===== config.mk =====
export PLATFORM = sky130hd
export DESIGN_NAME = input_current_limit_ramp
export DESIGN_NICKNAME = d
export VERILOG_FILES = /design/src/sv/icl_pkg.sv /design/src/sv/icl_step.sv /design/src/sv/input_current_limit_ramp.sv
export VERILOG_INCLUDE_DIRS = /design/src /design/src/sv
export SDC_FILE = /design/constraint.sdc
export NUM_CORES = 1
export LEC_CHECK = 0
export ABC_AREA = 1
export BUFFER_PORTS_ARGS = -buffer_cell sky130_fd_sc_hd__buf_2
export CORE_MARGIN = 2
export CORE_UTILIZATION = 45
export DETAILED_ROUTE_END_ITERATION = 10
export PLACE_DENSITY = 0.73
export SYNTH_ARGS = -nofsm -noshare
export SYNTH_HDL_FRONTEND = slang
export SYNTH_SLANG_ARGS = --single-unit

===== constraint.sdc =====
create_clock -name clk -period 3.7 [get_ports clk]
set_clock_uncertainty 0.1 [all_clocks]
set_input_delay 0.74 -clock clk [delete_from_list [all_inputs] [get_ports clk]]
set_output_delay 0.74 -clock clk [all_outputs]
set_load 0.01 [all_outputs]

===== src/sv/input_current_limit_ramp_assert.svh =====
// Assertion macros for the input current limit ramp.
`ifndef INPUT_CURRENT_LIMIT_RAMP_ASSERT_SVH
`define INPUT_CURRENT_LIMIT_RAMP_ASSERT_SVH

// Same-cycle implication, checked out of reset.
`define ICLR_ASSERT_NOW(name, clk, rst, ante, cons, msg) \
  name: assert property (@(posedge clk) disable iff (rst) (ante) |-> (cons)) else $error(msg);

// Next-cycle implication, checked out of reset.
`define ICLR_ASSERT_NEXT(name, clk, rst, ante, cons, msg) \
  name: assert property (@(posedge clk) disable iff (rst) (ante) |=> (cons)) else $error(msg);

`endif


===== src/sv/icl_pkg.sv =====
// Types, constants and the current ladder for the input current limit ramp.
package icl_pkg;

  localparam int REQ_W    = 13;
  localparam int MV_W     = 14;
  localparam int MARGIN_W = 8;
  localparam int LVL_W    = 3;
  localparam int MA_W     = 12;
  localparam int IDX_W    = 2;

  localparam int S_DATA_W = 32;
  localparam int S_USER_W = 2;
  localparam int M_DATA_W = 24;

  localparam logic [MV_W-1:0]     THR_RESET    = 14'd4500;
  localparam logic [MARGIN_W-1:0] MARGIN_RESET = 8'd50;
  localparam logic [MV_W-1:0]     ABSENT_RESET = 14'd2000;

  localparam logic [REQ_W-1:0] REQ_500  = 13'd500;
  localparam logic [REQ_W-1:0] REQ_900  = 13'd900;
  localparam logic [REQ_W-1:0] REQ_1200 = 13'd1200;
  localparam logic [REQ_W-1:0] REQ_1500 = 13'd1500;
  localparam logic [REQ_W-1:0] REQ_2000 = 13'd2000;
  localparam logic [REQ_W-1:0] REQ_3000 = 13'd3000;

  typedef enum logic [S_USER_W-1:0] {
    CMD_REQUEST = 2'd0,
    CMD_SAMPLE  = 2'd1,
    CMD_FORGET  = 2'd2
  } cmd_t;

  typedef enum logic [IDX_W-1:0] {
    REG_THRESHOLD = 2'd0,
    REG_MARGIN    = 2'd1,
    REG_BB_WORK   = 2'd2,
    REG_ABSENT    = 2'd3
  } reg_idx_t;

  typedef struct packed {
    logic [MV_W-1:0]     thr;
    logic [MARGIN_W-1:0] margin;
    logic                bb_work;
    logic [MV_W-1:0]     absent;
  } cfg_t;

  typedef struct packed {
    cmd_t             cmd;
    logic [REQ_W-1:0] req;
    logic [MV_W-1:0]  vbus;
    logic             bb;
    logic             susp;
  } item_t;

  typedef struct packed {
    logic [REQ_W-1:0] rem_req;
    logic             rem_valid;
    logic             ramping;
    logic [LVL_W-1:0] level;
    logic [REQ_W-1:0] target;
  } state_t;

  typedef struct packed {
    logic             valid;
    logic [LVL_W-1:0] level;
    logic [MA_W-1:0]  limit;
    logic             fin;
    logic             cbv;
    logic             scp;
  } result_t;

  function automatic logic [MA_W-1:0] ladder_ma(input logic [LVL_W-1:0] lvl);
    logic [MA_W-1:0] ma;
    case (lvl)
      3'd0:    ma = 12'd300;
      3'd1:    ma = 12'd500;
      3'd2:    ma = 12'd900;
      3'd3:    ma = 12'd1200;
      3'd4:    ma = 12'd1500;
      3'd5:    ma = 12'd1750;
      3'd6:    ma = 12'd2000;
      default: ma = 12'd3000;
    endcase
    return ma;
  endfunction

endpackage


===== src/sv/icl_step.sv =====
// Next-state and result logic for one ramp event.
module icl_step (
  input  icl_pkg::cfg_t    cfg,
  input  icl_pkg::state_t  cur,
  input  icl_pkg::item_t   item,
  output icl_pkg::state_t  nxt,
  output icl_pkg::result_t res
);
  import icl_pkg::*;

  logic [LVL_W-1:0] lvl;
  logic [LVL_W-1:0] back_lvl;
  logic [MV_W:0]    thr_eff;
  logic             end_hit;
  logic [LVL_W-1:0] end_lvl;

  assign lvl = cur.level;

  always_comb begin
    case (lvl)
      3'd0, 3'd1:       back_lvl = lvl;
      3'd4, 3'd5, 3'd6: back_lvl = lvl - 3'd2;
      default:          back_lvl = lvl - 3'd1;
    endcase
  end

  always_comb begin
    thr_eff = {1'b0, cfg.thr};
    if (lvl == 3'd4 || lvl == 3'd5) begin
      thr_eff = {1'b0, cfg.thr} + {{(MV_W + 1 - MARGIN_W){1'b0}}, cfg.margin};
    end
  end

  always_comb begin
    end_hit = 1'b0;
    end_lvl = lvl;
    case (lvl)
      3'd1: end_hit = cur.target < REQ_900;
      3'd2: end_hit = cur.target < REQ_1200;
      3'd4: begin
        if (cur.target < REQ_1500) begin
          end_hit = 1'b1;
          end_lvl = 3'd3;
        end else if (cur.target < REQ_2000) begin
          end_hit = 1'b1;
        end
      end
      3'd6: end_hit = cur.target < REQ_3000;
      3'd7: end_hit = 1'b1;
      default: end_hit = 1'b0;
    endcase
  end

  always_comb begin
    nxt = cur;
    res = '0;
    unique case (item.cmd)
      CMD_FORGET: nxt.rem_valid = 1'b0;
      CMD_REQUEST: begin
        if (!(cur.rem_valid && item.req == cur.rem_req)) begin
          nxt.rem_req   = item.req;
          nxt.rem_valid = 1'b1;
          nxt.target    = item.req;
          res.valid     = 1'b1;
          if (item.req < REQ_500) begin
            nxt.level   = 3'd0;
            nxt.ramping = 1'b0;
            res.fin     = 1'b1;
          end else begin
            nxt.level   = 3'd1;
            nxt.ramping = 1'b1;
            res.cbv     = item.bb;
          end
        end
      end
      CMD_SAMPLE: begin
        if (!cur.ramping) begin
          if (item.vbus < cfg.absent) nxt.rem_valid = 1'b0;
        end else begin
          res.valid   = 1'b1;
          res.fin     = 1'b1;
          nxt.ramping = 1'b0;
          if (lvl == 3'd0) begin
            nxt.level = 3'd0;
          end else if (item.bb) begin
            nxt.level = back_lvl;
            res.cbv   = cfg.bb_work;
          end else if (lvl >= 3'd2 && item.susp) begin
            nxt.level = back_lvl;
            res.scp   = 1'b1;
          end else begin
            if (item.vbus < cfg.absent) nxt.rem_valid = 1'b0;
            if ({1'b0, item.vbus} < thr_eff) begin
              nxt.level = back_lvl;
            end else if (end_hit) begin
              nxt.level = end_lvl;
            end else begin
              nxt.level   = lvl + 3'd1;
              nxt.ramping = 1'b1;
              res.fin     = 1'b0;
            end
          end
        end
      end
      default: nxt = cur;
    endcase
    res.level = nxt.level;
    res.limit = ladder_ma(nxt.level);
  end

endmodule


===== src/sv/input_current_limit_ramp.sv =====
// Top level of the input current limit ramp: channels, registers and checks.
// Usage:
//   s_* channel carries one event per transfer; s_tuser is the command
//   (request, settle sample, forget), s_tdata the request, bus voltage and
//   the boost-back and suspend flags.
//   m_* channel returns at most one result per event: ladder level, limit,
//   and the boost-vote and suspend-pulse requests; m_tlast is set when the
//   ramp has ended, clear while it waits for the next settle sample.
//   cfg_* writes one register per transfer; always ready, write only when idle.
// Datapath: an event is held in the input register, is evaluated in
//   one pass and its result, if any, lands in the result register, which
//   drives m_*.
//   Throughput is one event per cycle while the result is not stalled.
// Stalls: while m_tready is low the result holds; one more event is taken
//   into the input register, then s_tready drops until the result moves.
// Reset: rst clears both registers, the ramp state and loads the default
//   thresholds (4500 mV collapse, 50 mV margin, 2000 mV absent bus).
`include "input_current_limit_ramp_assert.svh"

module input_current_limit_ramp (
  input  logic                          clk,
  input  logic                          rst,
  input  logic                          s_tvalid,
  output logic                          s_tready,
  // requested_ma[12:0], vbus_mv[26:13], boost_back[27], suspended[28], zero pad
  input  logic [icl_pkg::S_DATA_W-1:0]  s_tdata,
  // cmd[1:0]
  input  logic [icl_pkg::S_USER_W-1:0]  s_tuser,
  output logic                          m_tvalid,
  input  logic                          m_tready,
  // level[2:0], limit_ma[14:3], clear_boost_vote[15], suspend_clear_pulse[16], zero pad
  output logic [icl_pkg::M_DATA_W-1:0]  m_tdata,
  // final_res
  output logic                          m_tlast,
  input  logic                          cfg_valid,
  output logic                          cfg_ready,
  input  logic [icl_pkg::IDX_W-1:0]     cfg_index,
  input  logic [icl_pkg::MV_W-1:0]      cfg_data
);
  import icl_pkg::*;

  cfg_t    cfg;
  state_t  state;
  state_t  state_next;
  item_t   in_item;
  logic    in_valid;
  result_t res_next;
  result_t res;
  logic    advance;

  assign cfg_ready = 1'b1;
  assign advance   = in_valid && (!m_tvalid || m_tready);
  assign s_tready  = !in_valid || advance;

  always_ff @(posedge clk) begin
    if (rst) begin
      cfg.thr     <= THR_RESET;
      cfg.margin  <= MARGIN_RESET;
      cfg.bb_work <= 1'b0;
      cfg.absent  <= ABSENT_RESET;
    end else if (cfg_valid && cfg_ready) begin
      unique case (reg_idx_t'(cfg_index))
        REG_THRESHOLD: cfg.thr     <= cfg_data;
        REG_MARGIN:    cfg.margin  <= cfg_data[MARGIN_W-1:0];
        REG_BB_WORK:   cfg.bb_work <= cfg_data[0];
        REG_ABSENT:    cfg.absent  <= cfg_data;
        default:       cfg.thr     <= cfg.thr;
      endcase
    end
  end

  always_ff @(posedge clk) begin
    if (rst) begin
      in_valid <= 1'b0;
    end else if (s_tvalid && s_tready) begin
      in_valid <= 1'b1;
    end else if (advance) begin
      in_valid <= 1'b0;
    end
  end

  always_ff @(posedge clk) begin
    if (s_tvalid && s_tready) begin
      in_item.cmd  <= cmd_t'(s_tuser);
      in_item.req  <= s_tdata[REQ_W-1:0];
      in_item.vbus <= s_tdata[REQ_W+MV_W-1:REQ_W];
      in_item.bb   <= s_tdata[REQ_W+MV_W];
      in_item.susp <= s_tdata[REQ_W+MV_W+1];
    end
  end

  icl_step u_step (
    .cfg  (cfg),
    .cur  (state),
    .item (in_item),
    .nxt  (state_next),
    .res  (res_next)
  );

  always_ff @(posedge clk) begin
    if (rst) begin
      state <= '0;
    end else if (advance) begin
      state <= state_next;
    end
  end

  always_ff @(posedge clk) begin
    if (rst) begin
      m_tvalid <= 1'b0;
    end else if (advance && res_next.valid) begin
      m_tvalid <= 1'b1;
    end else if (m_tready) begin
      m_tvalid <= 1'b0;
    end
  end

  always_ff @(posedge clk) begin
    if (advance && res_next.valid) begin
      res <= res_next;
    end
  end

  assign m_tdata = {{(M_DATA_W - LVL_W - MA_W - 2){1'b0}}, res.scp, res.cbv, res.limit,
                    res.level};
  assign m_tlast = res.fin;

  `ICLR_ASSERT_NOW(a_ramp_level, clk, rst, state.ramping, state.level != 3'd0,
                   "ramp active at the bottom ladder level")
  `ICLR_ASSERT_NOW(a_open_result_level, clk, rst, m_tvalid && !m_tlast,
                   m_tdata[LVL_W-1:0] != 3'd0, "non-final result at the bottom level")
  `ICLR_ASSERT_NEXT(a_hold_pending, clk, rst, in_valid && m_tvalid && !m_tready,
                    in_valid, "pending event dropped while result stalled")
  `ICLR_ASSERT_NOW(a_limit_matches, clk, rst, m_tvalid,
                   m_tdata[LVL_W+MA_W-1:LVL_W] == ladder_ma(m_tdata[LVL_W-1:0]),
                   "limit does not match ladder level")

endmodule


==> flow_summary_export.csv <==
group,metric,value,unit
timing,fin_crit,3.74,ns
logic_synthesis,synthCells,691,
run_status,violations,"negative setup slack",
power_and_ir_drop,p_clk_share,36.5,%
timing,drv_slew,0,
timing,tightest_slew,0.628,ns
power_and_ir_drop,p_leak,3.16,nW
floorplanning,initial_core_util,45.6,%
floorplanning,die_w,117,um
cts,htreeDepth,3,
logic_synthesis,yosysWarningCount,0,
setup_path,worst_ep_required_time,3.72,ns
finish,diodes,0,
floorplanning,ios,83,
grt,grt.total_usage,19.9,%
power_and_ir_drop,pwr-share-seq,48.8,%
logic_synthesis,netlist_area,5700,um^2
cts,postCtsHoldBufs,0,
setup_path,arrival,3.76,ns
finish,final_cells,975,
logic_synthesis,syn_avg_cell_area,8.25,um^2
power_and_ir_drop,internal_power,0.00197,W
grt,grt_overflow,0,
setup_path,end_kind,"flip-flop",
floorplanning,core-area,12500,um^2
cts,clk_latency,0.36,ns
detailed_routing,drcViolationCount,0,
cts,clock-sinks,105,
logic_synthesis,synth_seq_area_share,45.3,%
detailed_routing,wire_per_inst,13.2,um
setup_path,crit_type,"flip-flop to flip-flop",
hold_path,worstHoldPathType,"flip-flop to flip-flop",
grt,grt_pass1_vias,4488,
floorplanning,die_h,117,um
power_and_ir_drop,p_total,0.00269,W
place,dp.cells,955,
timing,period_share,101,%
timing,finalSetupViolations,4,
logic_synthesis,synth-seq-cells,105,
logic_synthesis,synth_top_area_share,25.3,%
logic_synthesis,synth-main-ff-cell,"dfxtp_1",
finish,layout-drive-gt1-share,26.5,%
setup_path,reg2reg_slack,-0.04,ns
timing,relSlewSlack,58.2,%
floorplanning,num_rows,41,
logic_synthesis,synth_area_leaders,"edfxtp_1, dfxtp_1, nand2_1, ha_1, a21oi_1",
detailed_routing,vias,4831,
grt,antenna_found_initial,0,
place,dp_hpwl,9320,um
logic_synthesis,ys_types,42,
place,portBuffers,70,
cts,cts_tree,"built",
timing,max_freq,0.267,GHz
power_and_ir_drop,vdd_drop_max,197,uV
run,drv_cap,0,
power_and_ir_drop,p_sw_share,26.7,%
logic_synthesis,yosysTopAreaCell,"edfxtp_1",
run_status,status,"complete, but fails checks",
grt,grt_pass1_wl,20700,um
logic_synthesis,synth_edf_count,48,
logic_synthesis,yosysMostFrequentCell,"nand2_1",
cts,numCtsBuffers,9,
finish,layout.nets,896,
detailed_routing,route.antenna.remaining_nets,0,
power_and_ir_drop,p_sw,0.000716,W
logic_synthesis,ys_async_sr_fraction,0,%
floorplanning,die_area,13600,um^2
timing,whs,0.363,ns
finish,syn_to_final_growth,24.7,%
detailed_routing,drt-pass1-iter-count,5,
setup_path,crit_path_start_kind,"flip-flop",
place,routabilityCongestion,0.931,
cts,cts-root-buf,"clkbuf_16",
grt,grt_max_degree,41,
setup_path,path_max_fanout,6,
timing,postLayoutSetupSlackWorst,-0.0392,ns
timing,hold_viol,0,
detailed_routing,drtIter0Drc,225,
logic_synthesis,synthTopCellsByCount,"nand2_1, inv_1, nor2_1",
timing,rsz0062_at_grt,"yes",
detailed_routing,totalWireLength,12900,um
cts,ctsLongestPathBuffers,2,
cts,clk_pin_slew,0.07,ns
power_and_ir_drop,p_per_area,377,nW/um^2
power_and_ir_drop,p_comb_share,14.7,%
detailed_routing,post_drt_via_cell_ratio,4.95,
-- final timing paths --
check,start,to,cells past startpoint
worst max register to register,cfg[28],m_tdata[13],27
worst min register to register,cfg[3],cfg[3],2
worst max-delay path,cfg[28],m_tdata[13],27
worst min-delay path,cfg[3],cfg[3],2
-- power by group through the flow --
stage | registers (W) | clock network (W) | logic [W]
finish | 0.00131 | 0.000981 | 0.000394
global route | 0.00132 | 0.00104 | 0.000448
CTS | 0.00131 | 0.00100 | 0.000350
detailed placement | 0.00133 | 0 | 0.000340
global placement | 0.00133 | 0 | 0.000334
floorplan | 0.00132 | 0 | 0.000228
-- through the flow --
| step | cell area (um^2) | setup slack [ns] | util, % | setup TNS (ns) |
|---|---|---|---|---|
| after CTS | 6820 | -0.00395 | 54.5 | -0.00616 |
| after global routing | 7110 | -0.316 | 56.8 | -4.03 |
| after detailed placement | 6450 | -0.186 | 51.5 | -1.59 |
| after floorplan | 5730 | 0.116 | - | 0 |
| after global placement | 6450 | -0.175 | 51.5 | -1.17 |
| final | 7110 | -0.0392 | 56.8 | -0.0690 |
-- cells by family after synthesis --
family / synth area share [%]
buffers and inverters: 7.42
other: 0.132
flip-flops: 45.3
XOR/XNOR: 2.30
AND/OR/NAND/NOR: 22.5
multiplexers: 0.176
AO/OA/AOI/OAI: 12.6
adder cells (fa/ha/maj): 9.57
-- registers in the layout, indices dropped and copies added, names as in the netlist --
register and flops:
state 18, in_valid 1, m_tvalid 1, cfg 37, in_item 31, m_tdata 16, m_tlast 1
-- cell usage in the layout, fill, tap and decap left out, types with 7 or more instances in the layout --
cell / instances
clkbuf_16: 9
edfxtp_1: 48
buf_2: 70
o21ai_0: 51
nand2_2: 18
conb_1: 9
nor2_1: 63
inv_2: 7
nand4_1: 9
nand3_2: 9
a21oi_1: 60
nand3_1: 33
xor2_1: 9
dfxtp_1: 52
nand2_1: 128
nand2_4: 9
inv_1: 66
buf_4: 37
ha_1: 37
-- final cells by class --
class | count | area, um^2
Tap cell | 172 | 215
Fill cell | 1133 | 5400
Inverter | 75 | 287
Multi-Input combinational cell | 495 | 3030
Clock inverter | 6 | 73.8
Timing Repair Buffer | 112 | 684
Clock buffer | 10 | 229
Sequential cell | 105 | 2590
-- layer usage --
layer / part of all wire (%) / GRT usage, % / vias up
met1: 44 / 24.5 / 2197
met3: 4.7 / 4.10 / 16
met2: 50 / 34.3 / 115
li1: - / - / 2503
met4: 1.8 / 7.53 / 0
met5: 0 / 0 / -
-- critical path, stage by stage, from the launching register on --
cell,delay [ns]
dfxtp_4,0.36
ha_4,0.29
inv_4,0.04
nor4_4,0.26
nand2_1,0.09
o311ai_2,0.08
nand2_1,0.11
nand2_1,0.09
nand3_2,0.08
nor2_2,0.12
nand3_1,0.10
xor2_1,0.15
ha_1,0.32
buf_4,0.15
a21oi_2,0.10
nand3_1,0.08
nand2_1,0.10
nand2_4,0.09
nand2_4,0.09
nand2_2,0.05
nand3_2,0.08
nand2_2,0.07
nand2_4,0.12
nand2_8,0.08
nand2_2,0.10
nand2_1,0.07
nand2_2,0.08
inv_2,0.03
-- what timing repair did --
item / in CTS / in global routing
gates resized for setup: 16 / 69
gates cloned: 0 / 1
buffers inserted: 0 / 5
endpoints found under the setup margin: 17 / 19
pin swaps: 9 / 31
Note: power is estimated with default switching activity, not from simulation.
